`config.mk`:
```
export PLATFORM = sky130hd
export DESIGN_NAME = path_chain_code_packer_flat
export DESIGN_NICKNAME = d
export VERILOG_FILES = /design/src/rtl/pcc_pkg.sv /design/src/rtl/pcc_if.sv /design/src/rtl/path_chain_code_packer.sv /design/src/rtl/pcc_front.sv /design/src/rtl/pcc_queue.sv /design/src/rtl/pcc_back.sv /design/src/flat_wrapper.sv
export SDC_FILE = /design/constraint.sdc
export NUM_CORES = 1
export LEC_CHECK = 0
export BUFFER_PORTS_ARGS = -buffer_cell sky130_fd_sc_hd__buf_2
export CELL_PAD_IN_SITES_DETAIL_PLACEMENT = 1
export CELL_PAD_IN_SITES_GLOBAL_PLACEMENT = 1
export CORE_MARGIN = 2
export CORE_UTILIZATION = 52
export DETAILED_ROUTE_END_ITERATION = 16
export PLACE_DENSITY_LB_ADDON = 0.1
export SETUP_SLACK_MARGIN = 0.4
export SYNTH_ARGS = -nofsm -noshare
export SYNTH_HDL_FRONTEND = slang
export SYNTH_HIERARCHICAL = 1
export SYNTH_SLANG_ARGS = --single-unit
export TNS_END_PERCENT = 5
```
`constraint.sdc`:
```
create_clock -name clk -period 4.74 [get_ports clk]
set_input_delay 0.474 -clock clk [delete_from_list [all_inputs] [get_ports clk]]
set_output_delay 0.474 -clock clk [all_outputs]
set_load 0.02 [all_outputs]
```
`src/rtl/pcc_pkg.sv`:
```
// ----------------------------------------------------------------------------
// pcc_pkg
// Shared types, constants and the direction code function for the chain code
// packer.
// ----------------------------------------------------------------------------
package pcc_pkg;

    // Field widths of the packed stream.
    localparam int BYTE_W       = 8;
    localparam int NIBBLE_W     = 4;
    localparam int HDR_W        = 32;
    localparam int HEADER_BYTES = 8;

    // Command queue between the front and the back.
    localparam int QUEUE_DEPTH  = 4;
    localparam int QPTR_W       = $clog2(QUEUE_DEPTH);
    localparam int QCNT_W       = $clog2(QUEUE_DEPTH + 1);

    // Byte index within one command: header plus end byte is nine bytes.
    localparam int IDX_W        = 4;

    localparam logic [NIBBLE_W-1:0] END_NIBBLE = 4'hF;

    // One classified point, as handed from the front to the back.
    typedef struct packed {
        logic                is_header;
        logic [HDR_W-1:0]    hdr_x;
        logic [HDR_W-1:0]    hdr_y;
        logic [NIBBLE_W-1:0] code;
        logic                bad;
        logic                last;
    } pcc_cmd_t;

    // Queue status seen by the front.
    typedef struct packed {
        logic full;
        logic empty;
    } pcc_qstat_t;

    // Direction code from the offsets dx+1 and dy+1, each in 0..2.
    function automatic logic [NIBBLE_W-1:0] dir_code(input logic [1:0] dxo,
                                                     input logic [1:0] dyo);
        logic [NIBBLE_W-1:0] raw;
        raw = {1'b0, dxo, 1'b0} + {2'b00, dxo} + {2'b00, dyo};
        return (raw > 4'd4) ? (raw - 4'd1) : raw;
    endfunction

endpackage

```
`src/rtl/pcc_if.sv`:
```
// ----------------------------------------------------------------------------
// pcc_if
// Valid/ready channels for path points and for packed stream bytes.
// ----------------------------------------------------------------------------
interface pcc_in_if;
    logic        valid;
    logic        ready;
    logic [31:0] coord_x;
    logic [31:0] coord_y;
    logic        path_end;

    modport source (output valid, output coord_x, output coord_y, output path_end,
                    input ready);
    modport sink (input valid, input coord_x, input coord_y, input path_end,
                  output ready);
endinterface

interface pcc_out_if;
    logic       valid;
    logic       ready;
    logic [7:0] out_byte;
    logic       run_last;
    logic       path_done;
    logic       bad_move;

    modport source (output valid, output out_byte, output run_last, output path_done,
                    output bad_move, input ready);
    modport sink (input valid, input out_byte, input run_last, input path_done,
                  input bad_move, output ready);
endinterface

```
`src/rtl/path_chain_code_packer.sv`:
```
// ----------------------------------------------------------------------------
// path_chain_code_packer
// Packs a stream of path points into an 8-direction chain code byte stream.
// ----------------------------------------------------------------------------
// The front takes one point per cycle while the four-entry command queue has
// room; the back emits at most one byte per cycle, while the receiver is
// ready, from a registered output stage. A step point yields at most two
// bytes; the first point of a path yields eight header bytes, or nine when it
// is also the final point. Sustained input rate over steps is one point per
// cycle while the receiver is ready, set by the back end's one byte per cycle.
module path_chain_code_packer
    import pcc_pkg::*;
#(
    parameter int COORD_WIDTH = 32
) (
    input  logic      clk,
    input  logic      rst_n,
    pcc_in_if.sink    point,
    pcc_out_if.source stream
);

    pcc_qstat_t qstat;
    logic       push;
    pcc_cmd_t   push_cmd;
    logic       pop;
    pcc_cmd_t   head;
    logic       head_valid;

    pcc_front #(
        .COORD_WIDTH(COORD_WIDTH)
    ) u_front (
        .clk   (clk),
        .rst_n (rst_n),
        .point (point),
        .qstat (qstat),
        .push  (push),
        .cmd   (push_cmd)
    );

    pcc_queue u_queue (
        .clk        (clk),
        .rst_n      (rst_n),
        .push       (push),
        .push_cmd   (push_cmd),
        .pop        (pop),
        .head       (head),
        .head_valid (head_valid),
        .qstat      (qstat)
    );

    pcc_back u_back (
        .clk        (clk),
        .rst_n      (rst_n),
        .head       (head),
        .head_valid (head_valid),
        .pop        (pop),
        .stream     (stream)
    );

endmodule

```
`src/rtl/pcc_front.sv`:
```
// ----------------------------------------------------------------------------
// pcc_front
// Accepts path points, tracks the previous point and classifies each point as
// a header or a step with its direction code.
// ----------------------------------------------------------------------------
module pcc_front
    import pcc_pkg::*;
#(
    parameter int COORD_WIDTH = 32
) (
    input  logic       clk,
    input  logic       rst_n,
    pcc_in_if.sink     point,
    input  pcc_qstat_t qstat,
    output logic       push,
    output pcc_cmd_t   cmd
);

    localparam int DW = COORD_WIDTH + 1;

    logic                   in_path_reg;
    logic                   in_path_next;
    logic [COORD_WIDTH-1:0] prev_x_reg;
    logic [COORD_WIDTH-1:0] prev_y_reg;
    logic [COORD_WIDTH-1:0] x_cw;
    logic [COORD_WIDTH-1:0] y_cw;
    logic signed [DW-1:0]   dx;
    logic signed [DW-1:0]   dy;
    logic                   near_x;
    logic                   near_y;
    logic                   adjacent;

    // A beat is taken whenever the queue has room.
    assign point.ready = !qstat.full;
    assign push        = point.valid && point.ready;

    assign x_cw = point.coord_x[COORD_WIDTH-1:0];
    assign y_cw = point.coord_y[COORD_WIDTH-1:0];

    // Exact step from the previous point, one bit wider than the coordinates.
    assign dx = DW'($signed(x_cw)) - DW'($signed(prev_x_reg));
    assign dy = DW'($signed(y_cw)) - DW'($signed(prev_y_reg));

    assign near_x   = (dx == '0) || (dx == DW'(1)) || (dx == '1);
    assign near_y   = (dy == '0) || (dy == DW'(1)) || (dy == '1);
    assign adjacent = near_x && near_y && !((dx == '0) && (dy == '0));

    // Command for the back end.
    always_comb
    begin
        cmd.is_header = !in_path_reg;
        cmd.hdr_x     = HDR_W'($signed(x_cw));
        cmd.hdr_y     = HDR_W'($signed(y_cw));
        cmd.code      = adjacent ? dir_code(dx[1:0] + 2'b01, dy[1:0] + 2'b01) : END_NIBBLE;
        cmd.bad       = !adjacent;
        cmd.last      = point.path_end;
    end

    // Path tracking: the point after a final point opens a new path.
    assign in_path_next = push ? !point.path_end : in_path_reg;

    always_ff @(posedge clk or negedge rst_n)
    begin
        if (!rst_n)
        begin
            in_path_reg <= 1'b0;
            prev_x_reg  <= '0;
            prev_y_reg  <= '0;
        end
        else
        begin
            in_path_reg <= in_path_next;
            if (push)
            begin
                prev_x_reg <= x_cw;
                prev_y_reg <= y_cw;
            end
        end
    end

endmodule

```
`src/rtl/pcc_queue.sv`:
```
// ----------------------------------------------------------------------------
// pcc_queue
// Short command queue that decouples the front from the back.
// ----------------------------------------------------------------------------
module pcc_queue
    import pcc_pkg::*;
(
    input  logic       clk,
    input  logic       rst_n,
    input  logic       push,
    input  pcc_cmd_t   push_cmd,
    input  logic       pop,
    output pcc_cmd_t   head,
    output logic       head_valid,
    output pcc_qstat_t qstat
);

    pcc_cmd_t           mem [QUEUE_DEPTH];
    logic [QPTR_W-1:0]  wr_ptr_reg;
    logic [QPTR_W-1:0]  rd_ptr_reg;
    logic [QCNT_W-1:0]  count_reg;
    logic [QCNT_W-1:0]  count_next;

    assign head       = mem[rd_ptr_reg];
    assign head_valid = (count_reg != '0);
    assign qstat.full  = (count_reg == QCNT_W'(QUEUE_DEPTH));
    assign qstat.empty = (count_reg == '0);

    // Storage write.
    always_ff @(posedge clk)
    begin
        if (push)
        begin
            mem[wr_ptr_reg] <= push_cmd;
        end
    end

    // Fill level.
    always_comb
    begin
        count_next = count_reg;
        if (push && !pop)
        begin
            count_next = count_reg + QCNT_W'(1);
        end
        else if (pop && !push)
        begin
            count_next = count_reg - QCNT_W'(1);
        end
    end

    always_ff @(posedge clk or negedge rst_n)
    begin
        if (!rst_n)
        begin
            wr_ptr_reg <= '0;
            rd_ptr_reg <= '0;
            count_reg  <= '0;
        end
        else
        begin
            count_reg <= count_next;
            if (push)
            begin
                wr_ptr_reg <= wr_ptr_reg + QPTR_W'(1);
            end
            if (pop)
            begin
                rd_ptr_reg <= rd_ptr_reg + QPTR_W'(1);
            end
        end
    end

endmodule

```
`src/rtl/pcc_back.sv`:
```
// ----------------------------------------------------------------------------
// pcc_back
// Expands queued commands into bytes: header bytes, packed direction nibbles
// and the end mark, through a registered output stage.
// ----------------------------------------------------------------------------
module pcc_back
    import pcc_pkg::*;
(
    input  logic     clk,
    input  logic     rst_n,
    input  pcc_cmd_t head,
    input  logic     head_valid,
    output logic     pop,
    pcc_out_if.source stream
);

    logic [IDX_W-1:0]    idx_reg;
    logic [IDX_W-1:0]    idx_next;
    logic                pend_reg;
    logic                pend_next;
    logic [NIBBLE_W-1:0] held_reg;
    logic [NIBBLE_W-1:0] held_next;
    logic                held_bad_reg;
    logic                held_bad_next;

    logic                ovalid_reg;
    logic [BYTE_W-1:0]   obyte_reg;
    logic                olast_reg;
    logic                odone_reg;
    logic                obad_reg;

    logic [IDX_W-1:0]    n_bytes;
    logic [BYTE_W-1:0]   cur_byte;
    logic                cur_done;
    logic                cur_bad;
    logic                cur_final;
    logic                slot_free;
    logic                fire;
    logic [HDR_W-1:0]    hdr_word;

    // Number of bytes the head command produces.
    always_comb
    begin
        if (head.is_header)
        begin
            n_bytes = IDX_W'(HEADER_BYTES) + IDX_W'(head.last);
        end
        else
        begin
            n_bytes = IDX_W'(pend_reg) + IDX_W'(head.last);
        end
    end

    assign hdr_word  = idx_reg[2] ? head.hdr_y : head.hdr_x;
    assign cur_final = (idx_reg == (n_bytes - IDX_W'(1)));

    // Byte at the current index of the head command.
    always_comb
    begin
        cur_byte = {END_NIBBLE, {NIBBLE_W{1'b0}}};
        cur_done = 1'b1;
        cur_bad  = 1'b0;
        priority if (head.is_header && (idx_reg < IDX_W'(HEADER_BYTES)))
        begin
            cur_byte = hdr_word[{idx_reg[1:0], 3'b000} +: BYTE_W];
            cur_done = 1'b0;
        end
        else if (head.is_header)
        begin
            cur_done = 1'b1;
        end
        else if (pend_reg && (idx_reg == '0))
        begin
            cur_byte = {held_reg, head.code};
            cur_done = 1'b0;
            cur_bad  = held_bad_reg || head.bad;
        end
        else if (pend_reg)
        begin
            cur_done = 1'b1;
        end
        else
        begin
            cur_byte = {head.code, END_NIBBLE};
            cur_bad  = head.bad;
        end
    end

    // Handshake with the output stage and the queue.
    assign slot_free = !ovalid_reg || stream.ready;
    assign fire      = head_valid && (n_bytes != '0) && slot_free;
    assign pop       = head_valid && ((n_bytes == '0) || (fire && cur_final));

    // Nibble state moves on when a command retires; the byte index steps on each byte sent.
    always_comb
    begin
        idx_next      = idx_reg;
        pend_next     = pend_reg;
        held_next     = held_reg;
        held_bad_next = held_bad_reg;
        if (pop)
        begin
            idx_next = '0;
            if (head.is_header || head.last || pend_reg)
            begin
                pend_next     = 1'b0;
                held_next     = '0;
                held_bad_next = 1'b0;
            end
            else
            begin
                pend_next     = 1'b1;
                held_next     = head.code;
                held_bad_next = head.bad;
            end
        end
        else if (fire)
        begin
            idx_next = idx_reg + IDX_W'(1);
        end
    end

    always_ff @(posedge clk or negedge rst_n)
    begin
        if (!rst_n)
        begin
            idx_reg      <= '0;
            pend_reg     <= 1'b0;
            held_reg     <= '0;
            held_bad_reg <= 1'b0;
            ovalid_reg   <= 1'b0;
        end
        else
        begin
            idx_reg      <= idx_next;
            pend_reg     <= pend_next;
            held_reg     <= held_next;
            held_bad_reg <= held_bad_next;
            if (fire)
            begin
                ovalid_reg <= 1'b1;
            end
            else if (stream.ready)
            begin
                ovalid_reg <= 1'b0;
            end
        end
    end

    // Output payload register.
    always_ff @(posedge clk)
    begin
        if (fire)
        begin
            obyte_reg <= cur_byte;
            olast_reg <= cur_final;
            odone_reg <= cur_done;
            obad_reg  <= cur_bad;
        end
    end

    assign stream.valid     = ovalid_reg;
    assign stream.out_byte  = obyte_reg;
    assign stream.run_last  = olast_reg;
    assign stream.path_done = odone_reg;
    assign stream.bad_move  = obad_reg;

endmodule

```
`src/flat_wrapper.sv`:
```
// flat-port wrapper written by rule: the top's interface ports become plain ports
module path_chain_code_packer_flat import pcc_pkg::*;
#(
    parameter int COORD_WIDTH = 32
)
  (clk, rst_n, point_valid, point_coord_x, point_coord_y, point_path_end, point_ready, stream_valid, stream_out_byte, stream_run_last, stream_path_done, stream_bad_move, stream_ready);
  pcc_in_if point_i ();
  pcc_out_if stream_i ();
  input  logic clk;
  input  logic rst_n;
  input wire logic [$bits(point_i.valid)-1:0] point_valid;
  input wire logic [$bits(point_i.coord_x)-1:0] point_coord_x;
  input wire logic [$bits(point_i.coord_y)-1:0] point_coord_y;
  input wire logic [$bits(point_i.path_end)-1:0] point_path_end;
  output wire logic [$bits(point_i.ready)-1:0] point_ready;
  output wire logic [$bits(stream_i.valid)-1:0] stream_valid;
  output wire logic [$bits(stream_i.out_byte)-1:0] stream_out_byte;
  output wire logic [$bits(stream_i.run_last)-1:0] stream_run_last;
  output wire logic [$bits(stream_i.path_done)-1:0] stream_path_done;
  output wire logic [$bits(stream_i.bad_move)-1:0] stream_bad_move;
  input wire logic [$bits(stream_i.ready)-1:0] stream_ready;
  assign point_i.valid = point_valid;
  assign point_i.coord_x = point_coord_x;
  assign point_i.coord_y = point_coord_y;
  assign point_i.path_end = point_path_end;
  assign point_ready = point_i.ready;
  assign stream_valid = stream_i.valid;
  assign stream_out_byte = stream_i.out_byte;
  assign stream_run_last = stream_i.run_last;
  assign stream_path_done = stream_i.path_done;
  assign stream_bad_move = stream_i.bad_move;
  assign stream_i.ready = stream_ready;
  path_chain_code_packer #(.COORD_WIDTH(COORD_WIDTH)) u_core (.clk(clk), .rst_n(rst_n), .point(point_i), .stream(stream_i));
endmodule
```
Word-level counts from Yosys, hierarchy flattened
Memories as Yosys holds them, arrays and structs flattened.
Cells that the tools add are included.
{"block": "word_totals", "reg_bits": 94, "ramBits": 284, "output_inout_bits": 13, "wordCells": 102, "memories": 1}
{"block": "classes", "add_sub_neg": 15, "n_lt_le_gt_ge": 2, "n_eq_ne": 6, "n_shift": 1, "muxes": 23, "reduce_logical": 39}
{"memory": "u_core.u_queue.mem", "depth": 4, "word_bits": 71, "rd": 1, "rd_ports_with_merged_regs": 0, "write_ports": 1, "line_no": "pcc_queue.sv:18", "rtl": "pcc_cmd_t mem [QUEUE_DEPTH];"}
{"op": "== test 33 x 2 -> 1 bit, second input constant", "n": 2}
{"op": "== test 33 bit, second input constant", "n": 2}
{"op": "logical NOT 33 bit", "n": 2}
{"op": "subtractor 32 x 32 -> 33 bit", "n": 2}
{"op": "2-to-1 mux 32 bit", "n": 1}
{"op": "2-to-1 mux 8 bit", "n": 4}
{"op": "variable part select 32 x 6 -> 8 bit", "n": 1}
{"op": "2-to-1 mux 4 bit", "n": 6}
{"op": "logical AND 1 bit", "n": 12}
{"op": "2-to-1 mux 1 bit", "n": 10}
{"op": "logical OR 1 bit", "n": 9}
{"op": "adder 2 x 1 -> 2 bit, second input constant", "n": 4}
{"op": "logical NOT 1 bit", "n": 8}
{"op": "logical NOT 4 bit", "n": 2}
{"op": "subtractor 4 x 1 -> 4 bit, second input constant", "n": 2}
{"op": "2-to-1 mux 3 bit", "n": 2}
{"op": "nonzero test 2 bit", "n": 3}
{"op": "adder 3 x 2 -> 4 bit", "n": 1}
{"op": "adder 4 x 1 -> 4 bit, first input constant", "n": 1}
{"op": "adder 4 x 1 -> 4 bit, second input constant", "n": 1}
{"op": "adder 4 x 2 -> 4 bit", "n": 1}
{"op": "== test 4 bit", "n": 1}
{"op": "greater-than comparator 4 x 3 -> 1 bit, second input constant", "n": 1}
{"op": "less-than comparator 4 bit, second input constant", "n": 1}
{"op": "other kinds (7)", "n": 7}

Longest topological paths before layout
Gate-level depths: netlist (run 1).
An unclocked memory read counts as a cell.
{"block": "logic_depth", "ltp_word": 12, "depth_mapped": 16, "mapped_depth_nobuf": 15}

By module
Netlist (run 1), hierarchy kept.
{"mod": "pcc_queue", "instances": 1, "cells_each": 406, "area_each_um2": 10717.8, "seq_area_each_um2": 8703.3}
{"mod": "pcc_front", "instances": 1, "cells_each": 1024, "area_each_um2": 7607.3, "seq_area_each_um2": 1626.6}
{"mod": "pcc_back", "instances": 1, "cells_each": 159, "area_each_um2": 1721.7, "seq_area_each_um2": 605.6}

Least setup slack after synthesis (run 1)
OpenSTA, ideal clock, no wires.
{"block": "synth_path", "kind": "in2reg", "from": "in point_coord_y[0]", "to": "mem u_core/u_queue/mem[0][4] (netlist name) (data pin)", "setup_ns": 0.312, "t_arrival_ns": 3.799, "required_ns": 4.428, "setup_slack_ns": 0.629, "cell_stages": 14, "path_buffers": 0, "cell_sequence": "inv_1 > ha_1 > fa_1 > nand2b_1 > a211oi_4 > o2111ai_1 > a31o_2 > nand2_1 > o311ai_1 > or4_1 > or4_1 > nor4b_2 > a32o_2 > nand4_1"}
{"item": "from (decl)", "line_no": "flat_wrapper.sv:13", "rtl": "input wire logic [$bits(point_i.coord_y)-1:0] point_coord_y;"}
{"item": "to (decl)", "line_no": "pcc_queue.sv:18"}

==> run metrics, run 1 <==
GR Overflow Total 0; sw power 5720 uW; worst IR drop on VDD 0.510 mV; Gate Count Post-Synth 1588; PnR worst setup slack 505 ps; Initial Util 53.0%; sw frac 39.2%; vias post-DR 13000; R2R cell count 14; Post-Route WL 53.1 mm; r2r endpoint u_core/u_queue/mem[3][4]; Finished Layout Cells 2152; CP arrival 4520 ps; leakage power 0.00813 uW; Mean Syn Cell Area 12.6 sq um; final setup fails 0; Die Span Y 200 um; Skew-Pair Late Insertion Delay 570 ps; vias in the first global route 13500; Nets 1768; clock tree buffer depth 3; crit path kind reg2reg; crit end category flip-flop; initial drt markers 773; H-tree Lvls 2; setup slack after placement 132 ps; Slew HR 34.8%; pin count of the biggest net entering global routing 131; DP HPWL 37.7 mm; Worst Hold Class in2async; most common cell after layout, fill and taps aside edfxtp_1; Slew @ Worst Pin 978 ps; Antenna Nets Post-Route 0; routability congestion estimate 0.891; GR Util All Layers 26.5%; min cycle time layout 4230 ps; Top Ports 82; highest-count cells in the layout ignoring fill and taps edfxtp_1, nand2_1, o21ai_0, inv_1, a21oi_1; cell internal pwr 8880 uW; status completed; WL/cell 24.7 um; Logic pwr share 46.1%; Mapped Area 0.0200 sq mm; max cap viols 0; CTS tree yes; syn_nets 1746; Power Dens Cells 668 mW/mm^2; Filler Cell Count 3810; Final Cycle Share 89.3%; Num CTS Buffers 42; Final Max Slew Viols 0; Worst EP required 5020 ps; max FFs per register 284; num rows 71; Die Wd 200 um; worst r2r src u_core/u_front/prev_y_reg[0]; DRC 0; r2r setup slk 510 ps; Sequential Power Share 32.8%; die area 0.0401 sq mm; setup TNS 0 ps; Core Region 0.0378 sq mm; crit-path max FO 5; Post-Place Cells 2066; Synth Warn # 6; DR pass1 iterations 5; vias per cell 6.05; CP Launch Type flip-flop; clock sinks 378; count of input and output buffers 81; layout cell share with drive strength beyond 1 18.1%; final hold violations 0; Area Overhead vs Synth 9.16%; clock-pin slew on the worst setup and hold paths 60 ps; Clock power frac 21.1%; Hold Buf Count CTS 0; worst clock skew 27.9 ps; antenna violations before repair 3; clk root buf clkbuf_16; unrepaired setup endpoints after global routing no; global-route wire length before repair 81.1 mm; achievable frequency 236 MHz
through the flow:
stage                     hold WS, ps  util (%)  cell area [sq um]  power (uW)
after global placement            476      53.9              20400       11200
after global routing             56.4      57.8              21900       15400
after floorplan                   178         -              20000        9630
final                            19.6      57.8              21900       14600
after detailed placement          478      53.9              20400       11400
after CTS                        30.8      57.3              21700       14600
timing repair:
action                                  in CTS  in global routing
endpoints found under the setup margin       0                 20
buffers inserted                             0                 11
gates resized for setup                      0                 25
critical path, stage by stage, from the launching register on:
cell and delay (ps):
dfrtp_1 410, ha_2 210, fa_2 400, nand2b_4 170
a211oi_4 360, buf_6 150, o311ai_1 110, nor4bb_2 380
nand4_1 190, nor4_2 320, nand4_1 140, or4_4 430
nor4b_2 210, a32o_2 310, nand4_1 170
metal layers:
metal  vias up  global-route usage (%)  part of all wire (%)
met4         2                    6.56                   2.2
met5         -                       0                 0.013
li1       5934                       -                     -
met2       320                    43.2                    48
met1      6685                    36.8                    44
met3        75                    5.35                   5.6
cell type report:
class | count | area [sq um] | share of cell area (%)
flip-flops and latches | 378 | 10900 | 50.0
multi-input cells | 981 | 7960 | 36.4
clock buffers | 55 | 1100 | 5.03
repair buffers | 111 | 699 | 3.20
well taps | 511 | 639 | 2.92
inverters | 96 | 360 | 1.65
clock inverters | 19 | 178 | 0.812
diodes | 1 | 2.50 | 0.0114
power groups by stage:
stage	Clock [uW]	Sequential, uW	Combinational, uW
global route	3270	4870	7300
finish	3080	4800	6740
detailed placement	0	4860	6550
global placement	0	4790	6380
floorplan	0	4790	4840
CTS	3150	4800	6610
how the worst max path moves through the flow:
stage,start,endpoint,cells after the start
3_5_place_dp,point_coord_y[0],u_core/u_queue/mem[2][4],16
6_report,u_core/u_front/prev_y_reg[0],u_core/u_queue/mem[3][4],14
2_1_floorplan,point_coord_y[0],u_core/u_queue/mem[0][4],14
4_1_cts,u_core/u_front/prev_y_reg[0],u_core/u_queue/mem[3][4],13
5_1_grt,u_core/u_front/prev_y_reg[0],u_core/u_queue/mem[2][4],14
3_3_place_gp,point_coord_y[0],u_core/u_queue/mem[0][4],16
Power figures use the tool's default switching activity.
==> inputs of run 2 (changes only) <==
--- a/config.mk
+++ b/config.mk
@@ -5,12 +5,12 @@
 export SDC_FILE = /design/constraint.sdc
 export NUM_CORES = 1
 export LEC_CHECK = 0
-export BUFFER_PORTS_ARGS = -buffer_cell sky130_fd_sc_hd__buf_2
 export CELL_PAD_IN_SITES_DETAIL_PLACEMENT = 1
 export CELL_PAD_IN_SITES_GLOBAL_PLACEMENT = 1
 export CORE_MARGIN = 2
-export CORE_UTILIZATION = 52
+export CORE_UTILIZATION = 53
 export DETAILED_ROUTE_END_ITERATION = 16
+export DONT_BUFFER_PORTS = 1
 export PLACE_DENSITY_LB_ADDON = 0.1
 export SETUP_SLACK_MARGIN = 0.4
 export SYNTH_ARGS = -nofsm -noshare
==> run metrics, run 2 (synthesis gave the netlist of run 1 again) <==
status completed; Area Overhead vs Synth 10.7%; crit end category flip-flop; Sequential Power Share 33.7% (+0.9 points); setup slack after placement 248 ps (+116 ps); Top Ports 82 (unchanged); setup TNS 0 ps (unchanged); final setup fails 0 (unchanged); Slew HR 31.3% (-3.4 points); DRC 0 (unchanged); count of input and output buffers 0 (-100%); Logic pwr share 44.9% (-1.2 points); Final Max Slew Viols 0 (unchanged); Nets 1750 (-1.0%); num rows 71 (unchanged); CTS tree yes; vias in the first global route 13500 (-0.19%); Core Region 0.0375 sq mm (-0.94%); clock tree buffer depth 3 (unchanged); sw power 5710 uW (-0.25%); initial drt markers 883 (+14%); cell internal pwr 8910 uW (+0.25%); layout cell share with drive strength beyond 1 13.9% (-4.3 points); CP Launch Type flip-flop; vias post-DR 13000 (+0.24%); clock sinks 378 (unchanged); sw frac 39.1% (-0.12 points); Antenna Nets Post-Route 0 (unchanged); Post-Place Cells 1983 (-4.0%); vias per cell 6.11 (+0.99%); Final Cycle Share 89.4% (about the same); unrepaired setup endpoints after global routing yes; global-route wire length before repair 82.0 mm (+1.1%); Power Dens Cells 659 mW/mm^2 (-1.4%); Num CTS Buffers 41 (-2.4%); final hold violations 0 (unchanged); Post-Route WL 53.6 mm (+0.81%); Skew-Pair Late Insertion Delay 570 ps (about the same); Slew @ Worst Pin 1030 ps (+51.3 ps); max FFs per register 284 (unchanged); PnR worst setup slack 502 ps (-3.73 ps); GR Overflow Total 0 (unchanged); CP arrival 4520 ps (about the same); most common cell after layout, fill and taps aside edfxtp_1; pin count of the biggest net entering global routing 84 (-36%); crit-path max FO 5 (unchanged); worst IR drop on VDD 0.385 mV (-25%); worst clock skew 22.9 ps (-5.00 ps); DP HPWL 36.6 mm (-3.1%); Worst EP required 5020 ps (about the same); Finished Layout Cells 2136 (-0.74%); Clock power frac 21.4% (+0.3 points); achievable frequency 236 MHz (about the same); routability congestion estimate 0.897 (+0.76%); min cycle time layout 4240 ps (+3.73 ps); clk root buf clkbuf_16; max cap viols 0 (unchanged); die area 0.0394 sq mm (-1.8%); DR pass1 iterations 5 (unchanged); GR Util All Layers 28.0% (+1.5 points); antenna violations before repair 2 (-1); Hold Slack 27.1 ps (+7.43 ps); Die Wd 198 um (-0.93%); H-tree Lvls 2 (unchanged); clock-pin slew on the worst setup and hold paths 60 ps (about the same); Initial Util 53.5% (+0.50 points); Die Span Y 198 um (-0.93%); crit path kind reg2reg; highest-count cells in the layout ignoring fill and taps edfxtp_1, nand2_1, o21ai_0, inv_1, a21oi_1; WL/cell 25.1 um (+1.6%); Worst Hold Class in2reg; leakage power 0.00808 uW (-0.52%)
==> run 2: cell count changes in the layout (fill, tap and decap cells not counted), sizes merged <==
cell / before / now
clkinvlp: 1 / 3
inv: 97 / 99
buf: 111 / 26
dlygate4sd3: 0 / 68
clkinv: 15 / 7
bufinv: 2 / 1
clkbuf: 55 / 61
==> run 2: final cells by class <==
| type | count | area (sq um) |
|---|---|---|
| inverter | 96 | 360 |
| antenna | 1 | 2.50 |
| timing repair buffer | 94 | 912 |
| tap | 511 | 639 |
| clock inverter | 14 | 138 |
| sequential | 378 | 10900 |
| fill | 3697 | 15300 |
| clock buffer | 61 | 1170 |
| multi-input combinational | 981 | 8030 |
==> run 2: through the flow <==
| step | instance area [sq um] | utilization [%] | total power [uW] |
|---|---|---|---|
| final | 22200 | 59.2 | 14600 |
| after global routing | 22200 | 59.2 | 15500 |
| after CTS | 21900 | 58.5 | 14500 |
| after detailed placement | 19900 | 53.2 | 11200 |
| after global placement | 19900 | 53.2 | 11100 |
| after floorplan | 20000 | - | 9630 |
==> run 2: worst max-delay path, cell delays in order, from the launching register on <==
cell       delay (ps)
dfrtp_1           400
ha_2              200
fa_2              390
nand2b_4          170
a211oi_4          300
buf_4             180
o2111ai_4         140
a31o_4            300
nand2_2            90
o311ai_4           90
or4_1             420
or4_4             550
nor4b_2           220
a32o_2            320
nand4_1           190
==> run 2: repair_timing <==
action,4_1_cts,5_1_grt
gates resized for setup,1,38
endpoints found under the setup margin,16,20
pin swaps,0,19
hold endpoints to repair,353,0
buffers inserted,0,8
hold buffers,69,0
==> run 2: final timing paths <==
check | from | to | slack [ps] | cells after the start
worst max-delay path | u_core/u_front/prev_y_reg[0] | u_core/u_queue/mem[3][4] | 500 | 14
worst min-delay path | point_coord_x[6] | u_core/u_front/prev_x_reg[6] | 30 | 2
worst max register to register | u_core/u_front/prev_y_reg[0] | u_core/u_queue/mem[3][4] | 500 | 14
worst min register to register | u_core/u_queue/count_reg[2] | u_core/u_queue/count_reg[2] | 500 | 1
max in group asynchronous | rst_n | u_core/u_front/prev_y_reg[0] | 3730 | 2
min in group asynchronous | rst_n | u_core/u_queue/wr_ptr_reg[0] | 500 | 2
==> run 2: layer usage <==
metal / track usage [%] / wire (um) / vias to the layer above
met2: 44.2 / 25000 / 362
met4: 8.26 / 1250 / 0
met1: 40.4 / 24100 / 6710
met3: 4.41 / 3210 / 64
met5: 0 / 0 / -
li1: - / - / 5911
==> run 2: power groups by stage <==
stage	Sequential [uW]	Combinational [uW]	Clock [uW]
4_1_cts	4940	6380	3180
3_3_place_gp	4950	6110	0
5_1_grt	5020	7140	3300
2_1_floorplan	4790	4840	0
3_5_place_dp	5000	6230	0
6_report	4930	6560	3120
